$ cat src/sv/epda_pkg.sv
// Shared constants and types for the echo pulse distance averager.
// No dependencies; imported by epda_capture, epda_ring_accum and the top level.
package epda_pkg;

   // Result field width (distances and averages in cm)
   localparam int DIST_W = 11;
   localparam logic [DIST_W-1:0] DIST_MAX = '1;

   // Capture field width on the request channel
   localparam int TICKS_W = 16;

   // Defaults for the top-level parameters
   localparam int RING_DEPTH_DEF   = 8;
   localparam int TICKS_PER_CM_DEF = 58;
   localparam int TIMER_BITS_DEF   = 16;

   // Per-item control that rides along the pipeline
   typedef struct packed {
      logic fall;   // falling-edge capture: distance is measured
      logic busy;   // measuring flag after this item
      logic full;   // average-valid flag after this item
   } ctrl_type;

endpackage

$ cat src/sv/epda_ram.sv
// Generic single-write, single-read RAM with a registered read port.
// No dependencies.
module epda_ram #(
   parameter int WIDTH = 8,
   parameter int DEPTH = 16
) (
   input  logic                     clock,
   input  logic                     wr_en,
   input  logic [$clog2(DEPTH)-1:0] wr_addr,
   input  logic [WIDTH-1:0]         wr_data,
   input  logic                     rd_en,
   input  logic [$clog2(DEPTH)-1:0] rd_addr,
   output logic [WIDTH-1:0]         rd_data
);

   logic [WIDTH-1:0] mem_ff [DEPTH];
   logic [WIDTH-1:0] rd_data_ff;

   always_ff @(posedge clock) begin
      if (wr_en) begin
         mem_ff[wr_addr] <= wr_data;
      end
      if (rd_en) begin
         rd_data_ff <= mem_ff[rd_addr];
      end
   end

   assign rd_data = rd_data_ff;

endmodule

$ cat src/sv/epda_capture.sv
// Edge capture stage: rise time, measuring flag, ring slot and fill flag,
// per-entry valid bits, pulse width clamp and the first pipeline register.
// Depends on epda_pkg.
module epda_capture #(
   parameter int RING_DEPTH   = 8,
   parameter int TICKS_PER_CM = 58,
   parameter int TIMER_BITS   = 16
) (
   input  logic                                           clock,
   input  logic                                           reset,
   // request transfer
   input  logic                                           take,
   input  logic                                           echo_level,
   input  logic [epda_pkg::TICKS_W-1:0]                   capture_ticks,
   // first stage hands its item on
   input  logic                                           p1_take,
   // ring write from the update stage
   input  logic                                           wr_en,
   input  logic [$clog2(RING_DEPTH)-1:0]                  wr_slot,
   input  logic [epda_pkg::DIST_W-1:0]                    wr_data,
   // ring read
   output logic                                           rd_en,
   output logic [$clog2(RING_DEPTH)-1:0]                  rd_addr,
   // first stage
   output logic                                           p1_valid,
   output epda_pkg::ctrl_type                             p1_ctrl,
   output logic [epda_pkg::DIST_W+$clog2(TICKS_PER_CM)-1:0] p1_x,
   output logic                                           p1_sat,
   output logic [$clog2(RING_DEPTH)-1:0]                  p1_slot,
   output logic                                           p1_hit,
   output logic [epda_pkg::DIST_W-1:0]                    p1_fwd,
   output logic                                           p1_evld
);
   import epda_pkg::*;

   localparam int SLOT_W = $clog2(RING_DEPTH);
   localparam int DIV_L  = $clog2(TICKS_PER_CM);
   localparam int X_W    = DIST_W + DIV_L;
   localparam int CMP_W  = ((TIMER_BITS > X_W) ? TIMER_BITS : X_W) + 1;
   localparam longint unsigned SAT_LIMIT = (64'd1 << DIST_W) * 64'(TICKS_PER_CM);
   localparam int HALF   = RING_DEPTH / 2;

   logic [TIMER_BITS-1:0] rise_ff, rise_in;
   logic                  busy_ff, busy_in;
   logic                  full_ff, full_in;
   logic [SLOT_W-1:0]     slot_ff, slot_in;
   logic [RING_DEPTH-1:0] evld_ff;

   logic                  p1_valid_ff, p1_valid_in;
   ctrl_type              p1_ctrl_ff;
   logic [X_W-1:0]        p1_x_ff;
   logic                  p1_sat_ff;
   logic [SLOT_W-1:0]     p1_slot_ff;
   logic                  p1_hit_ff;
   logic [DIST_W-1:0]     p1_fwd_ff;
   logic                  p1_evld_ff;

   logic [TIMER_BITS-1:0] ticks;
   logic [TIMER_BITS-1:0] diff;
   logic                  sat;
   logic [SLOT_W:0]       slot_inc;
   logic                  hit;

   assign ticks    = TIMER_BITS'(capture_ticks);
   assign diff     = ticks - rise_ff;
   assign sat      = CMP_W'(diff) >= CMP_W'(SAT_LIMIT);
   assign slot_inc = {1'b0, slot_ff} + 1'b1;
   // write landing on the slot being read this cycle
   assign hit      = wr_en && (wr_slot == slot_ff);

   always_comb begin
      rise_in = rise_ff;
      busy_in = busy_ff;
      full_in = full_ff;
      slot_in = slot_ff;
      if (take) begin
         if (echo_level) begin
            rise_in = ticks;
            busy_in = 1'b1;
         end else begin
            busy_in = 1'b0;
            slot_in = slot_inc[SLOT_W-1:0];
            if (slot_inc == (SLOT_W+1)'(HALF)) begin
               full_in = 1'b0;
            end
            if (slot_inc == (SLOT_W+1)'(RING_DEPTH)) begin
               slot_in = '0;
               full_in = 1'b1;
            end
         end
      end
   end

   always_comb begin
      p1_valid_in = p1_valid_ff;
      if (take) begin
         p1_valid_in = 1'b1;
      end else if (p1_take) begin
         p1_valid_in = 1'b0;
      end
   end

   always_ff @(posedge clock) begin
      if (reset) begin
         rise_ff     <= '0;
         busy_ff     <= 1'b0;
         full_ff     <= 1'b0;
         slot_ff     <= '0;
         evld_ff     <= '0;
         p1_valid_ff <= 1'b0;
      end else begin
         rise_ff     <= rise_in;
         busy_ff     <= busy_in;
         full_ff     <= full_in;
         slot_ff     <= slot_in;
         p1_valid_ff <= p1_valid_in;
         if (wr_en) begin
            evld_ff[wr_slot] <= 1'b1;
         end
      end
   end

   always_ff @(posedge clock) begin
      if (take) begin
         p1_ctrl_ff.fall <= ~echo_level;
         p1_ctrl_ff.busy <= busy_in;
         p1_ctrl_ff.full <= full_in;
         p1_x_ff         <= X_W'(diff);
         p1_sat_ff       <= sat;
         p1_slot_ff      <= slot_ff;
         p1_hit_ff       <= hit;
         p1_fwd_ff       <= wr_data;
         p1_evld_ff      <= evld_ff[slot_ff];
      end
   end

   assign rd_en    = take;
   assign rd_addr  = slot_ff;
   assign p1_valid = p1_valid_ff;
   assign p1_ctrl  = p1_ctrl_ff;
   assign p1_x     = p1_x_ff;
   assign p1_sat   = p1_sat_ff;
   assign p1_slot  = p1_slot_ff;
   assign p1_hit   = p1_hit_ff;
   assign p1_fwd   = p1_fwd_ff;
   assign p1_evld  = p1_evld_ff;

endmodule

$ cat src/sv/epda_ring_accum.sv
// Distance scaling, ring read-modify-write and running sum (stages 2 and 3).
// Depends on epda_pkg; drives the write port of the ring RAM.
module epda_ring_accum #(
   parameter int RING_DEPTH   = 8,
   parameter int TICKS_PER_CM = 58
) (
   input  logic                                             clock,
   input  logic                                             reset,
   input  logic                                             p1_valid,
   input  epda_pkg::ctrl_type                               p1_ctrl,
   input  logic [epda_pkg::DIST_W+$clog2(TICKS_PER_CM)-1:0] p1_x,
   input  logic                                             p1_sat,
   input  logic [$clog2(RING_DEPTH)-1:0]                    p1_slot,
   input  logic                                             p1_hit,
   input  logic [epda_pkg::DIST_W-1:0]                      p1_fwd,
   input  logic                                             p1_evld,
   input  logic [epda_pkg::DIST_W-1:0]                      rd_data,
   input  logic                                             out_ready,
   output logic                                             p1_take,
   output logic                                             wr_en,
   output logic [$clog2(RING_DEPTH)-1:0]                    wr_slot,
   output logic [epda_pkg::DIST_W-1:0]                      wr_data,
   output logic                                             p3_valid,
   output epda_pkg::ctrl_type                               p3_ctrl,
   output logic [epda_pkg::DIST_W-1:0]                      last_dist,
   output logic [epda_pkg::DIST_W+$clog2(RING_DEPTH)-1:0]   ring_sum
);
   import epda_pkg::*;

   localparam int SLOT_W = $clog2(RING_DEPTH);
   localparam int DIV_L  = $clog2(TICKS_PER_CM);
   localparam int X_W    = DIST_W + DIV_L;
   localparam int DIV_S  = X_W + DIV_L;
   localparam int MUL_W  = X_W + 2;
   localparam int P_W    = X_W + MUL_W;
   localparam int SUM_W  = DIST_W + $clog2(RING_DEPTH);
   // ceil(2^DIV_S / TICKS_PER_CM): exact quotient for every unclamped width
   localparam logic [MUL_W-1:0] DIV_MUL =
      MUL_W'(((64'd1 << DIV_S) + 64'(TICKS_PER_CM) - 64'd1) / 64'(TICKS_PER_CM));
   localparam longint unsigned SUM_MAX = 64'(RING_DEPTH) * 64'(DIST_MAX);

   logic              p2_valid_ff, p2_valid_in;
   ctrl_type          p2_ctrl_ff;
   logic [P_W-1:0]    p2_prod_ff;
   logic              p2_sat_ff;
   logic [SLOT_W-1:0] p2_slot_ff;
   logic [DIST_W-1:0] p2_old_ff;

   logic              p3_valid_ff, p3_valid_in;
   ctrl_type          p3_ctrl_ff;
   logic [DIST_W-1:0] last_ff, last_in;
   logic [SUM_W-1:0]  sum_ff, sum_in;

   logic              p3_take, p3_ready, p2_take, p2_ready;
   logic [DIST_W-1:0] dist_cm;
   logic [DIST_W-1:0] old_val;

   assign p3_take  = p3_valid_ff && out_ready;
   assign p3_ready = !p3_valid_ff || p3_take;
   assign p2_take  = p2_valid_ff && p3_ready;
   assign p2_ready = !p2_valid_ff || p2_take;
   assign p1_take  = p1_valid && p2_ready;

   // a same-cycle write to the read slot wins over the RAM data;
   // never-written entries read as zero
   assign old_val = p1_hit ? p1_fwd : (p1_evld ? rd_data : '0);

   assign dist_cm = p2_sat_ff ? DIST_MAX : p2_prod_ff[DIV_S +: DIST_W];
   assign wr_en   = p2_take && p2_ctrl_ff.fall;
   assign wr_slot = p2_slot_ff;
   assign wr_data = dist_cm;

   always_comb begin
      p2_valid_in = p2_valid_ff;
      if (p1_take) begin
         p2_valid_in = 1'b1;
      end else if (p2_take) begin
         p2_valid_in = 1'b0;
      end
      p3_valid_in = p3_valid_ff;
      if (p2_take) begin
         p3_valid_in = 1'b1;
      end else if (p3_take) begin
         p3_valid_in = 1'b0;
      end
      last_in = last_ff;
      sum_in  = sum_ff;
      if (wr_en) begin
         last_in = dist_cm;
         sum_in  = sum_ff - SUM_W'(p2_old_ff) + SUM_W'(dist_cm);
      end
   end

   always_ff @(posedge clock) begin
      if (reset) begin
         p2_valid_ff <= 1'b0;
         p3_valid_ff <= 1'b0;
         last_ff     <= '0;
         sum_ff      <= '0;
      end else begin
         p2_valid_ff <= p2_valid_in;
         p3_valid_ff <= p3_valid_in;
         last_ff     <= last_in;
         sum_ff      <= sum_in;
      end
   end

   always_ff @(posedge clock) begin
      if (p1_take) begin
         p2_ctrl_ff <= p1_ctrl;
         p2_prod_ff <= P_W'(p1_x) * P_W'(DIV_MUL);
         p2_sat_ff  <= p1_sat;
         p2_slot_ff <= p1_slot;
         p2_old_ff  <= old_val;
      end
      if (p2_take) begin
         p3_ctrl_ff <= p2_ctrl_ff;
      end
   end

   assign p3_valid  = p3_valid_ff;
   assign p3_ctrl   = p3_ctrl_ff;
   assign last_dist = last_ff;
   assign ring_sum  = sum_ff;

   a_sum_bound: assert property (@(posedge clock) disable iff (reset)
      64'(sum_ff) <= SUM_MAX)
      else $error("ring sum exceeds a full ring of maximum distances");

   a_slot_range: assert property (@(posedge clock) disable iff (reset)
      wr_en |-> (32'(wr_slot) < RING_DEPTH))
      else $error("ring write beyond last slot");

   a_p3_holds: assert property (@(posedge clock) disable iff (reset)
      (p3_valid_ff && !out_ready) |=> (p3_valid_ff && $stable(sum_ff)))
      else $error("running sum moved while its result was held");

endmodule

$ cat src/sv/echo_pulse_distance_averager.sv
// Echo pulse distance averager: takes one echo-edge transfer per cycle and
// presents one result per input, passing it through the capture register,
// stages 2 and 3 and the result register. Sustained rate is one item per
// clock; the input stalls only when all three stages are full behind a
// stalled result. The ring of recent distances
// sits in a RAM with one write port, read at capture
// and written two stages later, with a bypass for a write hitting the slot
// being read. The ring clears at reset through per-entry valid bits, so no
// clearing pass is needed. Distance is (falling - rising ticks) mod
// 2^TIMER_BITS divided by TICKS_PER_CM; the average is the ring sum divided
// by RING_DEPTH, both by reciprocal multiply, saturating at 2047.
// Depends on epda_pkg, epda_capture, epda_ring_accum and epda_ram.
module echo_pulse_distance_averager #(
   parameter int RING_DEPTH   = epda_pkg::RING_DEPTH_DEF,
   parameter int TICKS_PER_CM = epda_pkg::TICKS_PER_CM_DEF,
   parameter int TIMER_BITS   = epda_pkg::TIMER_BITS_DEF
) (
   input  logic                         clock,
   input  logic                         reset,
   input  logic                         req_valid,
   output logic                         req_stall,
   input  logic                         req_echo_level,
   input  logic [epda_pkg::TICKS_W-1:0] req_capture_ticks,
   output logic                         rsp_valid,
   input  logic                         rsp_stall,
   output logic [epda_pkg::DIST_W-1:0]  rsp_distance_cm,
   output logic [epda_pkg::DIST_W-1:0]  rsp_avg_cm,
   output logic                         rsp_avg_valid,
   output logic                         rsp_measuring,
   output logic                         rsp_clear_timer
);
   import epda_pkg::*;

   localparam int SLOT_W = $clog2(RING_DEPTH);
   localparam int X_W    = DIST_W + $clog2(TICKS_PER_CM);
   localparam int SUM_W  = DIST_W + $clog2(RING_DEPTH);
   localparam int AVG_L  = $clog2(RING_DEPTH);
   localparam int AVG_S  = SUM_W + AVG_L;
   localparam int AVG_MW = SUM_W + 2;
   localparam int AVG_PW = SUM_W + AVG_MW;
   localparam logic [AVG_MW-1:0] AVG_MUL =
      AVG_MW'(((64'd1 << AVG_S) + 64'(RING_DEPTH) - 64'd1) / 64'(RING_DEPTH));

   logic              take;
   logic              p1_ready;
   logic              out_ready;
   logic              p3_take;

   logic              rd_en;
   logic [SLOT_W-1:0] rd_addr;
   logic [DIST_W-1:0] rd_data;
   logic              wr_en;
   logic [SLOT_W-1:0] wr_slot;
   logic [DIST_W-1:0] wr_data;

   logic              p1_valid;
   ctrl_type          p1_ctrl;
   logic [X_W-1:0]    p1_x;
   logic              p1_sat;
   logic [SLOT_W-1:0] p1_slot;
   logic              p1_hit;
   logic [DIST_W-1:0] p1_fwd;
   logic              p1_evld;
   logic              p1_take;

   logic              p3_valid;
   ctrl_type          p3_ctrl;
   logic [DIST_W-1:0] last_dist;
   logic [SUM_W-1:0]  ring_sum;
   logic [AVG_PW-1:0] avg_prod;

   logic              rsp_valid_ff, rsp_valid_in;
   logic [DIST_W-1:0] rsp_distance_cm_ff;
   logic [DIST_W-1:0] rsp_avg_cm_ff;
   logic              rsp_avg_valid_ff;
   logic              rsp_measuring_ff;
   logic              rsp_clear_timer_ff;

   assign out_ready = !rsp_valid_ff || !rsp_stall;
   assign p3_take   = p3_valid && out_ready;
   assign p1_ready  = !p1_valid || p1_take;
   assign req_stall = !p1_ready;
   assign take      = req_valid && p1_ready;

   epda_capture #(
      .RING_DEPTH   (RING_DEPTH),
      .TICKS_PER_CM (TICKS_PER_CM),
      .TIMER_BITS   (TIMER_BITS)
   ) u_capture (
      .clock         (clock),
      .reset         (reset),
      .take          (take),
      .echo_level    (req_echo_level),
      .capture_ticks (req_capture_ticks),
      .p1_take       (p1_take),
      .wr_en         (wr_en),
      .wr_slot       (wr_slot),
      .wr_data       (wr_data),
      .rd_en         (rd_en),
      .rd_addr       (rd_addr),
      .p1_valid      (p1_valid),
      .p1_ctrl       (p1_ctrl),
      .p1_x          (p1_x),
      .p1_sat        (p1_sat),
      .p1_slot       (p1_slot),
      .p1_hit        (p1_hit),
      .p1_fwd        (p1_fwd),
      .p1_evld       (p1_evld)
   );

   epda_ram #(
      .WIDTH (DIST_W),
      .DEPTH (RING_DEPTH)
   ) u_ring (
      .clock   (clock),
      .wr_en   (wr_en),
      .wr_addr (wr_slot),
      .wr_data (wr_data),
      .rd_en   (rd_en),
      .rd_addr (rd_addr),
      .rd_data (rd_data)
   );

   epda_ring_accum #(
      .RING_DEPTH   (RING_DEPTH),
      .TICKS_PER_CM (TICKS_PER_CM)
   ) u_accum (
      .clock     (clock),
      .reset     (reset),
      .p1_valid  (p1_valid),
      .p1_ctrl   (p1_ctrl),
      .p1_x      (p1_x),
      .p1_sat    (p1_sat),
      .p1_slot   (p1_slot),
      .p1_hit    (p1_hit),
      .p1_fwd    (p1_fwd),
      .p1_evld   (p1_evld),
      .rd_data   (rd_data),
      .out_ready (out_ready),
      .p1_take   (p1_take),
      .wr_en     (wr_en),
      .wr_slot   (wr_slot),
      .wr_data   (wr_data),
      .p3_valid  (p3_valid),
      .p3_ctrl   (p3_ctrl),
      .last_dist (last_dist),
      .ring_sum  (ring_sum)
   );

   // sum / RING_DEPTH via reciprocal; always below 2048
   assign avg_prod = AVG_PW'(ring_sum) * AVG_PW'(AVG_MUL);

   always_comb begin
      rsp_valid_in = rsp_valid_ff;
      if (p3_take) begin
         rsp_valid_in = 1'b1;
      end else if (!rsp_stall) begin
         rsp_valid_in = 1'b0;
      end
   end

   always_ff @(posedge clock) begin
      if (reset) begin
         rsp_valid_ff <= 1'b0;
      end else begin
         rsp_valid_ff <= rsp_valid_in;
      end
   end

   always_ff @(posedge clock) begin
      if (p3_take) begin
         rsp_distance_cm_ff <= last_dist;
         rsp_avg_cm_ff      <= avg_prod[AVG_S +: DIST_W];
         rsp_avg_valid_ff   <= p3_ctrl.full;
         rsp_measuring_ff   <= p3_ctrl.busy;
         rsp_clear_timer_ff <= p3_ctrl.fall;
      end
   end

   assign rsp_valid       = rsp_valid_ff;
   assign rsp_distance_cm = rsp_distance_cm_ff;
   assign rsp_avg_cm      = rsp_avg_cm_ff;
   assign rsp_avg_valid   = rsp_avg_valid_ff;
   assign rsp_measuring   = rsp_measuring_ff;
   assign rsp_clear_timer = rsp_clear_timer_ff;

   // input only backs up once every stage is full behind a stalled result
   a_stall_cause: assert property (@(posedge clock) disable iff (reset)
      req_stall |-> (rsp_valid_ff && rsp_stall))
      else $error("request stalled with room in the pipeline");

   a_edge_flags: assert property (@(posedge clock) disable iff (reset)
      (rsp_valid_ff && rsp_clear_timer_ff) |-> !rsp_measuring_ff)
      else $error("falling-edge result still flagged as measuring");

   a_reset_empty: assert property (@(posedge clock) disable iff (reset)
      $past(reset) |-> !rsp_valid_ff)
      else $error("result presented right after reset");

endmodule

$ cat config.mk
export PLATFORM = sky130hd
export DESIGN_NAME = echo_pulse_distance_averager
export DESIGN_NICKNAME = d
export VERILOG_FILES = /design/src/sv/epda_pkg.sv /design/src/sv/epda_ram.sv /design/src/sv/epda_capture.sv /design/src/sv/epda_ring_accum.sv /design/src/sv/echo_pulse_distance_averager.sv
export SDC_FILE = /design/constraint.sdc
export NUM_CORES = 1
export LEC_CHECK = 0
export ABC_CLOCK_PERIOD_IN_PS = 11500
export BUFFER_PORTS_ARGS = -buffer_cell sky130_fd_sc_hd__buf_2
export CORE_UTILIZATION = 50
export CTS_BUF_LIST = sky130_fd_sc_hd__clkbuf_8
export DETAILED_ROUTE_END_ITERATION = 10
export PLACE_DENSITY = 0.7
export SETUP_SLACK_MARGIN = 0.05
export SYNTH_ARGS = -nofsm -noshare
export SYNTH_HDL_FRONTEND = slang
export SYNTH_HIERARCHICAL = 1
export SYNTH_SLANG_ARGS = --single-unit
$ cat constraint.sdc
create_clock -name clock -period 11.5 [get_ports clock]
set_input_delay 1.725 -clock clock [delete_from_list [all_inputs] [get_ports clock]]
set_output_delay 1.725 -clock clock [all_outputs]
set_load 0.1 [all_outputs]
==> flow_summary_export.csv <==
group,metric,value,unit
status,status,"finished clean",
placed_design,place_hpwl,21100,µm
yosys,ys_async_sr_fraction,0,
critical_path,cp-end-kind,"flop",
final_layout,antenna_cells,0,
timing,setup_viol,0,
timing,max_freq,165,MHz
critical_path,critPathKind,"flop to flop",
global_routing,grt_pass1_wl,47300,µm
timing,finClkSkew,37.8,ps
detailed_routing,viasPerCell,5.28,
detailed_routing,via_count,8960,
timing,min_period,6080,ps
yosys,synth_area,15000,µm²
final_layout,fillers,2472,
clock_tree,insertion_delay,550,ps
global_routing,grt_overflow,0,
critical_path,startpoint,"u_capture/p1_x[10]$_DFFE_PP_",
clock_tree,cts_hold_buffers,0,
global_routing,grt_antenna_before_repair,0,
timing,slew_headroom,0.186,
timing,holdWs,394,ps
yosys,ys_warn_count,6,
run,cap_violations,0,
detailed_routing,finalWirelength,29100,µm
yosys,ys_seq_area_frac,0.459,
die,die_w,175,µm
timing,fin_crit_sh,0.528,
critical_path,crit_path_start_kind,"flop",
timing,rsz0062_at_grt,"false",
final_layout,area_growth,10.1,%
placed_design,place.gp.congestion,0.857,
yosys,synth-edff-count,191,
clock_tree,cts_made_buffers,42,
die,die_y,175,µm
timing,fin_tns_setup,0,ps
critical_path,crit_path_max_fanout,8,
clock_tree,cts_resized,0,
final_layout,layout-drive-gt1-share,0.126,
detailed_routing,route.detailed.drc,0,
yosys,synth_cells,1197,
hold_path,hold_class,"flop to flop",
hold_path,hp-start,"u_capture/p1_slot[0]$_DFFE_PP_",
global_routing,grt_pass1_vias,9368,
clock_tree,clock-sinks,249,
yosys,synth_flop_cell,"edfxtp_1",
detailed_routing,final_antenna_net_count,0,
die,die-area,30700,µm²
die,core_area,29600,µm²
die,start_util,0.508,
clock_tree,h-tree-depth,2,
yosys,postSynthAreaPerCell,12.5,µm²
timing,tightestPinTransition,1220,ps
critical_path,arrival,6360,ps
die,io_pins,48,
critical_path,required,11780,ps
clock_tree,postCtsSetupRepairBufs,0,
timing,drv_slew,0,
yosys,ys_ff_latch,249,
placed_design,port_buffers,47,
final_layout,final_cell_mix,"inv_1, edfxtp_1, ha_1, fa_1, nand2_1",
die,fp-row-count,63,
detailed_routing,drt_pre_antenna_iters,5,
detailed_routing,routedWlPerCell,17.1,µm
global_routing,grt_max_degree,62,
clock_tree,clk_root_buffer_cell,"clkbuf_8",
clock_tree,cts_tree,"done",
final_layout,final_common_cell,"inv_1",
timing,hold_violations,0,
clock_tree,cts_buffer_depth,3,
global_routing,grt_usage,0.197,
critical_path,r2r_start,"u_capture/p1_x[10]$_DFFE_PP_",
final_layout,fin_nets,1550,
clock_tree,clk_pin_slew,60,ps
yosys,yosysUniqueCellTypes,66,
detailed_routing,drt-initial-drc-count,453,
flip-flops by register name, indices dropped and copies added, names as in the netlist, 14 cells and up:
| register | count |
|---|---|
| u_capture/p1_x | 16 |
| u_capture/rise_ff | 16 |
| u_ring/mem_ff | 88 |
| u_accum/ring_sum | 14 |
synth_stat cells, types with 15 or more instances:
| library cell | count | share of area |
|---|---|---|
| nand2_1 | 79 | 0.020 |
| xnor2_1 | 28 | 0.016 |
| a21oi_1 | 68 | 0.023 |
| nor2b_1 | 15 | 0.0062 |
| fa_1 | 102 | 0.14 |
| nor3_1 | 21 | 0.0070 |
| edfxtp_1 | 191 | 0.38 |
| nor2_1 | 62 | 0.015 |
| ha_1 | 152 | 0.13 |
| dfxtp_1 | 58 | 0.077 |
| xor2_1 | 16 | 0.0093 |
| mux4_1 | 22 | 0.038 |
| clkbuf_1 | 20 | 0.0050 |
| inv_1 | 188 | 0.047 |
final timing paths:
kind / to / slack, ps / cells past startpoint
hold reg to reg: u_accum/wr_slot[0]$_DFFE_PP_ / 390 / 0
hold / removal: u_accum/wr_slot[0]$_DFFE_PP_ / 390 / 0
setup reg to reg: u_accum/p2_prod_ff[32]$_DFFE_PP_ / 5420 / 19
setup / recovery: u_accum/p2_prod_ff[32]$_DFFE_PP_ / 5420 / 19
worst max-delay path, stage by stage (launching register included):
cell	delay, ps
edfxtp_1	570
fa_1	600
inv_1	60
fa_1	530
inv_1	50
fa_1	520
fa_1	440
fa_1	550
inv_1	60
fa_1	550
inv_1	50
ha_1	300
and3_4	160
a21boi_1	130
a211oi_2	360
o2111ai_2	170
a311oi_2	310
o41ai_2	120
a211oi_1	250
nor2_1	60
cells by family (layout without fill, tap and decap cells):
family,count (synthesis),after routing,share of synthesized area
AO/OA/AOI/OAI,153,153,0.0674
XOR/XNOR,44,44,0.0257
buffers and inverters,217,325,0.0560
other,1,2,0.000250
multiplexers,40,40,0.0532
adder cells (fa/ha/maj),254,254,0.263
flip-flops,249,249,0.459
AND/OR/NAND/NOR,239,239,0.0757
metrics by stage:
stage	setup WS, ps	utilization	instance area, µm²	std cells
2_1_floorplan	3610	-	15000	1198
3_5_place_dp	5410	0.532	15700	1621
5_1_grt	5080	0.559	16500	1696
3_3_place_gp	5500	0.532	15700	1621
4_1_cts	5360	0.559	16500	1696
6_report	5420	0.559	16500	1696
cell type report:
cell class | instances | area [µm²] | area share
repair buffers | 61 | 340 | 0.0206
inverters | 189 | 709 | 0.0429
multi-input cells | 732 | 7300 | 0.442
flip-flops and latches | 249 | 6900 | 0.417
well taps | 390 | 488 | 0.0295
clock inverters | 29 | 164 | 0.00991
clock buffers | 46 | 633 | 0.0383
metal layers:
metal	share of wire	wire, µm	global-route usage	vias to the layer above
met5	0	0	0	-
met4	0.010	297	0.0453	0
met3	0.037	1070	0.0301	26
met2	0.54	15800	0.369	146
met1	0.41	11900	0.235	4492
li1	-	-	-	4296
Power is left out: the tool's default activity adds up to more than one toggle a clock period on the data nets, which glitch-free logic cannot reach.
